--- config.mk ---
export PLATFORM = sky130hd
export DESIGN_NAME = bfifo_merge
export DESIGN_NICKNAME = d
export VERILOG_FILES = /design/src/rtl/bfifo_pkg.sv /design/src/rtl/bfifo_merge.sv
export SDC_FILE = /design/constraint.sdc
export NUM_CORES = 1
export LEC_CHECK = 0
export BUFFER_PORTS_ARGS = -buffer_cell sky130_fd_sc_hd__buf_2
export CAP_MARGIN = 15
export CORE_MARGIN = 1
export CORE_UTILIZATION = 25
export DETAILED_ROUTE_END_ITERATION = 16
export GPL_TIMING_DRIVEN = 0
export SYNTH_ARGS = -nofsm -noshare
export SYNTH_HDL_FRONTEND = slang
export SYNTH_SLANG_ARGS = --single-unit
--- constraint.sdc ---
create_clock -name vclk -period 3.03
set_input_delay 0.303 -clock vclk [all_inputs]
set_output_delay 0.303 -clock vclk [all_outputs]
set_load 0.005 [all_outputs]
--- src/rtl/bfifo_pkg.sv ---
package bfifo_pkg;

   // ring geometry
   localparam int DEPTH      = 1024;
   localparam int LANES      = 8;
   localparam int LANE_W     = $clog2(LANES);
   localparam int PTR_W      = $clog2(DEPTH);
   localparam int CNT_W      = PTR_W + 1;
   localparam int ROW_W      = PTR_W - LANE_W;
   localparam int BANK_DEPTH = DEPTH / LANES;

   // transaction field widths
   localparam int LEN_W  = 4;
   localparam int DATA_W = 64;
   localparam int FILL_W = 11;

   // operation codes
   localparam logic OP_PUT = 1'b0;
   localparam logic OP_GET = 1'b1;

   typedef struct packed {
      logic             wr_en;
      logic             rd_en;
      logic [ROW_W-1:0] row;
      logic [7:0]       wdata;
   } lane_cmd_type;

   typedef struct packed {
      logic [LANE_W-1:0] start;
      logic [LEN_W-1:0]  count;
   } merge_ctl_type;

endpackage

--- src/rtl/bfifo_merge.sv ---
// rotate lane bytes back into ring order, zero the unused ones
module bfifo_merge (
   input  logic [bfifo_pkg::LANES-1:0][7:0] lane_data,
   input  bfifo_pkg::merge_ctl_type         ctl,
   output logic [bfifo_pkg::DATA_W-1:0]     data_out
);

   localparam int Lanes = bfifo_pkg::LANES;
   localparam int LaneW = bfifo_pkg::LANE_W;
   localparam int LenW  = bfifo_pkg::LEN_W;

   logic [Lanes-1:0][7:0] out_bytes;

   always_comb begin
      for (int k = 0; k < Lanes; k++) begin
         if (LenW'(k) < ctl.count) begin
            out_bytes[k] = lane_data[LaneW'(ctl.start + LaneW'(k))];
         end else begin
            out_bytes[k] = 8'h00;
         end
      end
   end

   assign data_out = out_bytes;

endmodule

* After elaboration in Yosys (flattened, before gate mapping) *
Cells that the tools add are included.

word-level totals
  register bits after elaboration = 0
  input bits = 71
  output and inout port bits = 64

operators by class
  add/sub/neg operators = 7
  $lt $le $gt $ge = 16
  mux-type cells = 24

operator list
  operator                                                                       count
  8-bit binary-select mux with 3-bit select                                      8
  8-bit 2-to-1 mux                                                               16
  3-bit by 4-bit less-than comparator with 1-bit output (second input constant)  8
  3-bit by 4-bit less-than comparator with 1-bit output (first input constant)   4
  3-bit adder (second input constant)                                            4
  1-bit by 4-bit less-than comparator with 1-bit output (first input constant)   2
  2-bit by 4-bit less-than comparator with 1-bit output (first input constant)   2
  3-bit by 2-bit adder with 3-bit output (second input constant)                 2
  3-bit by 1-bit adder with 3-bit output (second input constant)                 1

* Longest topological paths before layout *
  depth after elaboration = 4
  mapped depth = 9

* Worst setup path after synthesis *
Ideal clock, no wire load.

  path type = input to output
  from = in ctl[4] in the netlist's numbering
  to = out data_out[62] in the netlist's numbering
  data arrival time = 2.117 ns
  data required time = 2.727 ns
  setup slack = 0.610 ns
  stages = 7
  cell sequence = buf_2 > inv_1 > buf_2 > ha_1 > xor2_4 > mux4_2 > nor2b_1

on the way
  word-level cells in the longest chain between the ends = 4

RTL lines
  element                                    line               source
  start, declared                            bfifo_merge.sv:4   input bfifo_pkg::merge_ctl_type ctl,
  3-bit adder                                bfifo_merge.sv:17  out_bytes[k] = lane_data[LaneW'(ctl.start + LaneW'(k))];
  8-bit binary-select mux with 3-bit select  bfifo_merge.sv:17
  8-bit 2-to-1 mux (not written as such)     bfifo_merge.sv:17
  8-bit 2-to-1 mux                           bfifo_merge.sv:16  if (LenW'(k) < ctl.count) begin
  end, declared                              bfifo_merge.sv:5   output logic [bfifo_pkg::DATA_W-1:0] data_out

No other way between the ends. The select of a mux whose other input is x is not followed.

* Worst setup path in the final report *
  from = in ctl[5] in the netlist's numbering
  to = out data_out[26] in the netlist's numbering

on the way
  word-level cells in the longest chain between the ends = 4

RTL lines
  element                                    line
  3-bit by 2-bit adder with 3-bit output     bfifo_merge.sv:17
  8-bit binary-select mux with 3-bit select  bfifo_merge.sv:17
  8-bit 2-to-1 mux (not written as such)     bfifo_merge.sv:17
  8-bit 2-to-1 mux                           bfifo_merge.sv:16

No other way between the ends. The select of a mux whose other input is x is not followed.

==> out/results.ini <==
[detailed_routing]
wirelength_mm=12.2
drt-vias-per-instance=5.51
first_iter_violations=226
vias=3273
routedWlPerCell_um=20.5
drtPass1Iterations=6
ant_nets=0
drc=0

[synthesis]
syn-num-nets=393
syn_area_mm2=0.00290
syn_inst=320
synth_top_cell_by_area=mux4_2
ys_top_cells_by_count=mux2i_1 (63), nand2_1 (51), mux4_2 (49)
ys_seq_area_frac=0
ys_types=29
synth_top_area_frac=0.381
yosys_warnings=0
synth.most_common_cell=mux2i_1
syn_area_per_cell_um2=9.05
synth.area.top_cells=mux4_2 (38%), mux2i_1 (22%), nand2_1 (6.6%)

[place]
post-place-ws_ps=-327
dp_hpwl_mm=10.2
port_buffers=133
gp_congestion=0.889
dpl-instance-area_mm2=0.00374

[sta]
max_slew_margin=0.264
finalSetupViolCount=0
setup_ws_ps=113
hold_viol_final=0
timing.final.crit_share=0.963
rsz0062_at_grt=no
finalCriticalPeriod_ps=2920
report.final.slew_viol_count=0
fmax_ghz=0.343
worst_pin_slew_ps=1100

[critical_path]
worst_ep_required_time_ps=2730
cp-start-kind=primary input
crit_chain=buf_2, buf_2, inv_2, buf_2, ha_1, clkbuf_2, nor2_1, nand2_1, o21ai_1, buf_2
worstSetupEndpointType=output port
critPathMostFrequentCell=buf_2
cp_data_arrival_time_ps=2610
critPathKind=primary input to output port
critPathMaxFanout=10
slowest_stage=nor2_1
critPathMaxStageDelay_ps=470

[global_route]
grt_pass1_wl_mm=18.1
antenna_found_initial=0
track_usage=0.198
grt_pass1_vias=3273
grt.overflow.total=0
grt_max_degree=11

[status]
status=finished, final reports clean

[layout]
syn2layout_area_growth_pct=30.0
stdcell_area_mm2=0.00376
clkbuf_count=0
diodes=0
drive_gt1_frac=0.507
nNetsFinal=529
multiInputGateArea_mm2=0.00270
regArea_um2=0
n_fill_cell=1178
design.seq.count=0

[worst_hold_path]
hp-start=ctl[0]
hold_path_depth=4
worstHoldEndpoint=data_out[4]
hold_class=primary input to output port

[floorplan]
die_height_um=110
initial_core_util=0.261
row_count=38
core_mm2=0.0111
dieArea_mm2=0.0120
io_pins=135
die-width_um=110

[pwr]
peakVddDrop_uv=82.7
power_density_mw_per_mm2=215
leakagePower_uw=0.00180

[clock_tree]
ctsHoldBuffers=0

[job]
maxCapViolations=0

where the power goes:
part | switching [uW] | internal (uW) | leakage, uW
registers | 0 | 0 | 0
clock network | 0 | 0 | 0
logic | 416 | 394 | 0.00180
stage by stage:
step                      hold slack, ps  TNS [ps]  power [uW]   util  cells
after floorplan                      805         0         489      -    320
after global placement              1080     -2110         778  0.337    593
after detailed placement            1070     -2310         792  0.337    593
after CTS                           1070         0         795  0.337    593
after global routing                1160         0         880  0.340    594
final                               1070         0         810  0.340    594
worst max path at each step:
stage / startpoint / cells past startpoint / slack (ps) / endpoint
6_report: ctl[5] / 10 / 110 / data_out[26]
5_1_grt: ctl[5] / 10 / 20 / data_out[26]
4_1_cts: ctl[5] / 11 / 30 / data_out[26]
3_5_place_dp: ctl[5] / 10 / -330 / data_out[26]
3_3_place_gp: ctl[5] / 10 / -350 / data_out[26]
2_1_floorplan: ctl[4] / 7 / 610 / data_out[62]
kinds of logic after synthesis:
family                     share of synthesized area
muxes                                          0.657
and+or+nand+nor                                0.151
AOI/OAI and AO/OA                              0.100
buffers and inverters                         0.0670
xor gates and xnor gates                      0.0156
adders and majority gates                    0.00864
critical path, delay by kind of cell:
kind / cells / cell delay, ps
AO/OA/AOI/OAI: 1 / 150
adder cells (fa/ha/maj): 1 / 370
buffers and inverters: 6 / 1220
AND/OR/NAND/NOR: 2 / 570
area by class of cell:
cell class                 instances  share of cell area
buffer                            26              0.0439
inverter                           8             0.00798
multi-input combinational        285               0.718
tap                              140              0.0465
timing repair buffer             135               0.184
layout by cell type, fill, tap and decap left out, drive strengths merged:
cell	n
nor2b	4
nand3	9
a31oi	1
nor2	35
nand2	51
a21oi	20
clkbuf	8
o21ba	7
a22oi	3
nor4	1
mux2i	63
buf	153
o22ai	7
nand2b	2
inv	8
and4	1
mux4	49
nor3	1
mux2	15
xor2	2
o21ai	8
xnor2	1
ha	2
a211oi	1
and3	2
layer usage:
| layer | up-vias | wire length [um] | part of all wire | global-route usage |
|---|---|---|---|---|
| met1 | 1583 | 5090 | 0.42 | 0.271 |
| li1 | 1502 | - | - | - |
| met2 | 176 | 5850 | 0.48 | 0.343 |
| met5 | - | 0 | 0 | 0 |
| met4 | 0 | 190 | 0.016 | 0.0276 |
| met3 | 12 | 1060 | 0.087 | 0.0225 |
timing repair:
action / in CTS / in global routing
pin swaps: 0 / 1
gates resized for setup: 3 / 2
buffers inserted: 0 / 2
gates cloned: 0 / 0
endpoints found under the setup margin: 18 / 31
(Power assumes the default switching activity.)
