<file path="src/rtl/bfifo_pkg.sv">
package bfifo_pkg;

   // ring geometry
   localparam int DEPTH      = 1024;
   localparam int LANES      = 8;
   localparam int LANE_W     = $clog2(LANES);
   localparam int PTR_W      = $clog2(DEPTH);
   localparam int CNT_W      = PTR_W + 1;
   localparam int ROW_W      = PTR_W - LANE_W;
   localparam int BANK_DEPTH = DEPTH / LANES;

   // transaction field widths
   localparam int LEN_W  = 4;
   localparam int DATA_W = 64;
   localparam int FILL_W = 11;

   // operation codes
   localparam logic OP_PUT = 1'b0;
   localparam logic OP_GET = 1'b1;

   typedef struct packed {
      logic             wr_en;
      logic             rd_en;
      logic [ROW_W-1:0] row;
      logic [7:0]       wdata;
   } lane_cmd_type;

   typedef struct packed {
      logic [LANE_W-1:0] start;
      logic [LEN_W-1:0]  count;
   } merge_ctl_type;

endpackage

</file>
<file path="src/rtl/bfifo_lane.sv">
// one byte bank of the ring: holds every LANES-th byte
module bfifo_lane (
   input  logic                    clock,
   input  bfifo_pkg::lane_cmd_type cmd,
   output logic [7:0]              rdata
);

   logic [7:0] bank_mem [bfifo_pkg::BANK_DEPTH];
   logic [7:0] rdata_ff;

   always_ff @(posedge clock) begin
      if (cmd.wr_en) begin
         bank_mem[cmd.row] <= cmd.wdata;
      end
      if (cmd.rd_en) begin
         rdata_ff <= bank_mem[cmd.row];
      end
   end

   assign rdata = rdata_ff;

endmodule

</file>
<file path="config.mk">
export PLATFORM = sky130hd
export DESIGN_NAME = bfifo_lane
export DESIGN_NICKNAME = d
export VERILOG_FILES = /design/src/rtl/bfifo_pkg.sv /design/src/rtl/bfifo_lane.sv
export SDC_FILE = /design/constraint.sdc
export NUM_CORES = 1
export LEC_CHECK = 0
export BUFFER_PORTS_ARGS = -buffer_cell sky130_fd_sc_hd__buf_2
export CORE_ASPECT_RATIO = 0.5
export CORE_UTILIZATION = 60
export CTS_BUF_LIST = sky130_fd_sc_hd__clkbuf_4 sky130_fd_sc_hd__clkbuf_8
export DETAILED_ROUTE_END_ITERATION = 7
export HOLD_SLACK_MARGIN = 0.02
export PLACE_DENSITY = 0.76
export SETUP_SLACK_MARGIN = 0.4
export SLEW_MARGIN = 30
export SYNTH_ARGS = -nofsm -noshare
export SYNTH_HDL_FRONTEND = slang
export SYNTH_SLANG_ARGS = --single-unit
</file>
<file path="constraint.sdc">
create_clock -name clock -period 2.9 [get_ports clock]
set_input_delay 0.29 -clock clock [delete_from_list [all_inputs] [get_ports clock]]
set_output_delay 0.29 -clock clock [all_outputs]
set_load 0.05 [all_outputs]
</file>
**After elaboration in Yosys (flattened, before gate mapping)**

Memories as Yosys holds them, arrays and structs flattened. A register that Yosys moved wholly into a read port is not among the register bits.
Cells that the tools add are included.
W data, S select, Z words.

- Bits in registers: 0
- Memory bits (writable): 1024
- Output and inout bits: 8
- Memories kept: 1

Memories:

| name | depth | width | read ports | clocked after memory_dff | wr ports | line | RTL |
|---|---|---|---|---|---|---|---|
| bank_mem | 128 | 8 | 1 | 1 | 1 | bfifo_lane.sv:8 | `logic [7:0] bank_mem [bfifo_pkg::BANK_DEPTH];` |

- Muxes and demuxes: 2

Operators with widths:

| operator | count |
|---|---|
| $mux W1 | 2 |

**Depth between registers and ports, before layout**

Gate-level depths: netlist of the first run.

- Word-level depth: 2
- Gate-level depth with buffers: 11
- Gate-level depth less buffers: 7

**Least setup slack after synthesis of the first run**

No wires, ideal clock.

- Path type: input to register
- Start: in cmd[10] in the netlist's numbering
- End: mem bank_mem[72][0] (enable)
- Data arrival time: 2.188 ns
- Required time: 2.505 ns
- Slack: 0.317 ns
- Stages: 8
- Path buffers: 7
- Path through: buf_6 -> buf_6 -> buf_6 -> buf_6 -> buf_2 -> buf_2 -> buf_2 -> nor4_1

RTL lines:

| element | line | RTL |
|---|---|---|
| start, declared | bfifo_lane.sv:4 | `input bfifo_pkg::lane_cmd_type cmd,` |
| end, declared | bfifo_lane.sv:8 |  |

No word-level cell before the write port.

==> reports/qor.csv, run 1 <==
metric,value,unit
fin_crit_sh,86.3,%
syn_nets,2493,
drive_gt1_share,23.2,%
grt_pass1_wl,170000,um
drcViolationCount,0,
grt_util_all_layers,34.8,%
wl_per_cell,31.5,um
wirelength,118000,um
seq_area_frac_synth,76.5,%
ys.warnings.count,0,
cts_tree,yes,
leakage,15.3,nW
setup_viol,0,
area_growth,14.6,%
worstMarginPinSlew,0.944,ns
syn_area,40500,sq um
drtPass1Iterations,6,
nFillCells,4060,
dieArea,68600,sq um
htree_levels,4,
rsz0062_at_grt,no,
timing.hold.ws,0.0563,ns
netlist_instances,2475,
setup_tns,0,ns
max_stage_delay,0.54,ns
max_freq,400,MHz
start_kind,input pin,
required,3.42,ns
multiInputGateArea,8500,sq um
die_x,369,um
die_y,186,um
grt_pass1_vias,25300,
holdCritPathClass,input pin to flip-flop,
power.total,29.5,mW
seqCellArea,31000,sq um
status,"finished, final reports clean",
viasPerCell,7.00,
postPlaceCellArea,43700,sq um
slew_headroom,36.3,%
drv_cap,0,
gp_congestion,0.975,
core.rowCount,66,
cp.arrival,3.02,ns
yosysTopAreaCell,edfxtp_1,
endpoint,rdata[1],
path_cells,"buf_8, and3b_2, buf_12, a22oi_1, o21ai_0, a21oi_1, o22ai_1, a211oi_2, nand3_1",
antenna_cells,0,
r2r_start,bank_mem[108][1],
grt_overflow_total,0,
grt_max_degree,89,
ys_ff_latch,1032,
min_period,2.50,ns
synth_edf_count,1032,
num_vias,26300,
pin_count,26,
synth_top_area_share,76.5,%
ant_nets,0,
postCtsSetupRepairBufs,0,
crit_fanout,23,
hold_violations,0,
path_class,input pin to flip-flop,
hpwl,74600,um
synthTopCellsByArea,"edfxtp_1, a221oi_1, nor2_1, mux2_2, a21oi_1",
numPortBuffers,25,
layout_common_cells,"edfxtp_1, buf_4, nor2_1",
clk_path_buf_depth,3,
ir_worst_vdd,480,uV
pre_cts_ws,-0.406,ns
cts-root-buf,clkbuf_8,
numCtsBuffers,139,
coreArea,65900,sq um
synth_flop_cell,edfxtp_1,
r2r-end,rdata[1],
synthArstFlopShare,0,%
clock_skew,0.0344,ns
drtIter0Drc,4490,
final_common_cell,edfxtp_1,
endpoint_kind,flip-flop,
powerDensity,636,nW/um^2
ff2ff_setup_slack,0.42,ns
initial_core_util,61.5,%
ys_types,65,
final_nets,2793,
clock_sinks,1032,
finalMaxSlewViolations,0,
crit_start,cmd[10],
clk_pin_slew_worst_paths,0.06,ns
clk_latency,0.79,ns
synth.avg_cell_area,16.4,sq um
antenna_found_initial,4,
reg2reg_depth,6,
critPathSlowestCell,a21oi_1,
fin_area,46400,sq um
fin_ws,0.398,ns
-- routing by layer --
metal | share of wire [%] | track usage (%) | routed length [um]
met3 | 16 | 13.2 | 18800
met4 | 3.3 | 11.5 | 3910
met5 | 0.021 | 0.142 | 25
met1 | 37 | 48.5 | 43700
met2 | 44 | 50.9 | 51900
-- registers in the layout, summed over array words and instances, names as in the netlist --
register  cells
rdata         8
bank_mem   1024
-- cell usage after synthesis, drive strengths merged, types with 4 or more instances --
cell type	number
nor2b	14
a21oi	125
o22ai	24
and2	7
a22o	41
a221oi	223
buf	123
mux4	11
nand4	9
mux2	65
nand2	102
a211oi	8
o21ai	81
nand3	17
o211ai	11
inv	4
edfxtp	1032
o2bb2ai	4
nor3	16
clkbuf	72
or3	4
nand2b	8
o221ai	18
o22a	11
mux2i	61
a221o	20
o31ai	6
a22oi	74
nor2	241
a2bb2oi	4
-- worst min-delay path by stage --
stage / from / end / slack (ns) / cells past startpoint
2_1_floorplan: cmd[0] / bank_mem[0][0] / 0.39 / 0
3_3_place_gp: cmd[15] / rdata[7] / 0.67 / 1
3_5_place_dp: cmd[15] / rdata[0] / 0.66 / 1
4_1_cts: cmd[2] / bank_mem[17][2] / 0.02 / 1
5_1_grt: cmd[2] / bank_mem[101][2] / 0.05 / 1
6_report: cmd[5] / bank_mem[77][5] / 0.06 / 1
-- stage by stage --
stage | util (%) | std cells
6_report | 70.5 | 3759
5_1_grt | 70.5 | 3759
4_1_cts | 70.5 | 3759
3_5_place_dp | 66.3 | 3514
3_3_place_gp | 66.3 | 3514
2_1_floorplan | - | 2475
-- worst max-delay path, delay by kind of cell --
family,cells,cell delay [ns]
compound gates,5,1.55
buf+inv,2,0.52
simple gates,2,0.63
-- timing repair --
action	in CTS	in global routing
cloned	0	0
endpoints found under the hold margin	109	0
pin swaps	0	0
hold buffers	4	0
gates resized for setup	1	1
setup endpoints to repair	1	1
-- cell families after synthesis --
family | synth area share, %
muxes | 3.93
AOI/OAI and AO/OA | 12.5
and+or+nand+nor | 4.47
buffers and inverters | 2.60
DFF | 76.5
-- layout make-up --
type	count	area share [%]
clock buffer	206	5.28
clock inverter	35	0.477
inverter	4	0.0350
multi-input combinational	1244	18.3
sequential	1032	66.7
tap	884	2.38
timing repair buffer	354	6.78
-- power breakdown --
part / total (mW) / switching [mW] / internal, mW
registers: 16.5 / 0.0303 / 16.5
clock network: 10.9 / 5.31 / 5.58
logic: 2.11 / 1.45 / 0.662
total: 29.5 / 6.80 / 22.7
No activity file was read; power rests on OpenSTA's default activity.
==> run 2: changes to the inputs <==
--- a/config.mk
+++ b/config.mk
@@ -10,7 +10,7 @@
 export CORE_UTILIZATION = 60
 export CTS_BUF_LIST = sky130_fd_sc_hd__clkbuf_4 sky130_fd_sc_hd__clkbuf_8
 export DETAILED_ROUTE_END_ITERATION = 7
-export HOLD_SLACK_MARGIN = 0.02
+export HOLD_SLACK_MARGIN = 0.15
 export PLACE_DENSITY = 0.76
 export SETUP_SLACK_MARGIN = 0.4
 export SLEW_MARGIN = 30
==> reports/qor.csv, run 2 (synthesis results as in run 1) <==
metric,value,unit,change
numCtsBuffers,139,,unchanged
clk_latency,0.78,ns,was 0.79 ns
numPortBuffers,25,,unchanged
rsz0062_at_grt,no,,unchanged
required,3.54,ns,was 3.42 ns
drcViolationCount,0,,unchanged
area_growth,14.8,%,was 14.6%
clock_sinks,1032,,unchanged
fin_ws,0.392,ns,was 0.398 ns
wirelength,118000,um,about the same
final_nets,2800,,was 2793
timing.hold.ws,0.222,ns,was 0.0563 ns
fin_crit_sh,86.5,%,was 86.3%
leakage,15.3,nW,about the same
ant_nets,0,,unchanged
wl_per_cell,31.4,um,was 31.5 um
viasPerCell,6.97,,was 7.00
utilization,70.6,%,was 70.5%
clock_skew,0.0310,ns,was 0.0344 ns
dieArea,68600,sq um,unchanged
setup_tns,0,ns,unchanged
nFillCells,4054,,was 4060
grt_pass1_vias,25400,,was 25300
final_cell_count_no_fill,3767,,was 3759
final_common_cell,edfxtp_1,,unchanged
htree_levels,4,,unchanged
antenna_found_initial,4,,unchanged
max_freq,399,MHz,was 400 MHz
start_kind,input pin,,unchanged
crit_fanout,10,,was 23
drtPass1Iterations,6,,unchanged
finalMaxSlewViolations,0,,unchanged
hold_violations,0,,unchanged
largest_reg_flops,1024,,unchanged
drtIter0Drc,4549,,was 4490
setup_viol,0,,unchanged
coreArea,65900,sq um,unchanged
die_y,186,um,unchanged
grt_overflow_total,0,,unchanged
initial_core_util,61.5,%,unchanged
holdCritPathClass,input pin to flip-flop,,unchanged
slew_headroom,37.8,%,was 36.3%
cp.arrival,3.15,ns,was 3.02 ns
cts_tree,yes,,unchanged
drive_gt1_share,23.1,%,was 23.2%
pre_cts_ws,-0.406,ns,unchanged
status,"finished, final reports clean",,unchanged
grt_pass1_wl,171000,um,was 170000 um
grt_max_degree,89,,unchanged
num_vias,26300,,about the same
dpl.cell_count,3514,,unchanged
endpoint_kind,flip-flop,,unchanged
path_class,input pin to flip-flop,,unchanged
hpwl,74600,um,unchanged
die_x,369,um,unchanged
min_period,2.51,ns,was 2.50 ns
clk_path_buf_depth,3,,unchanged
grt_util_all_layers,34.9,%,was 34.8%
pin_count,26,,unchanged
powerDensity,635,nW/um^2,was 636 nW/um^2
cts-root-buf,clkbuf_8,,unchanged
largest-register,bank_mem,,unchanged
drv_cap,0,,unchanged
gp_congestion,0.975,,unchanged
ir_worst_vdd,484,uV,was 480 uV
core.rowCount,66,,unchanged
layout_common_cells,"edfxtp_1, buf_4, nor2_1",,unchanged
worstMarginPinSlew,0.923,ns,was 0.944 ns
clk_pin_slew_worst_paths,0.07,ns,was 0.06 ns
## run 2: changes by cell type in the layout (fill, tap and decap cells not counted)
cell,previous run,this run
dlygate4sd3_1,4,11
diode_2,0,1
## run 2: layout make-up
type,count,area [sq um],share of cell area (%)
Antenna cell,1,2.50,0.00538
Clock buffer,206,2450,5.28
Clock inverter,35,221,0.476
Inverter,4,16.3,0.0350
Multi-Input combinational cell,1244,8500,18.3
Sequential cell,1032,31000,66.6
Tap cell,884,1110,2.38
Timing Repair Buffer,361,3220,6.92
## run 2: per-stage QoR
stage	instance area (sq um)	power [mW]
floorplan	40500	17.8
global placement	43700	18.8
detailed placement	43700	18.9
CTS	46500	29.5
global route	46500	30.3
finish	46500	29.5
## run 2: final timing paths
kind | from | end | slack (ns) | depth (start not counted)
max | cmd[13] | rdata[2] | 0.39 | 9
min | cmd[16] | bank_mem[79][4] | 0.22 | 4
max reg2reg | bank_mem[108][1] | rdata[1] | 0.43 | 6
min reg2reg | bank_mem[31][7] | rdata[7] | 0.91 | 6
## run 2: timing repair
item                                    4_1_cts  5_1_grt
setup buffers                                 0        0
endpoints found under the hold margin       364        0
hold buffers                                 11        0
endpoints found under the setup margin        1        1
resized for setup                             1        1
## run 2: metal layers
metal  wire, um  up-vias  share of wire [%]  GRT usage, %
met5         11        -             0.0093         0.142
met4       3790        2                3.2          11.6
met3      18800      285                 16          13.2
met2      52100     2211                 44          51.0
met1      43700    13100                 37          48.5
li1           -    10700                  -             -
## run 2: critical path, stage by stage
cell and delay [ns]:
dlygate4sd3_1 0.56, buf_2 0.23, or2_2 0.39, nor2_1 0.64, o21ai_0 0.25, buf_4 0.23, o21ai_0 0.30, nor3_1 0.11
nand4_1 0.13
## run 2: where the power goes
group          switching, mW  internal [mW]  leakage (nW)
clock network           5.32           5.58          1.42
registers             0.0300           16.5          9.29
logic                   1.45          0.668          4.59
total                   6.80           22.7          15.3
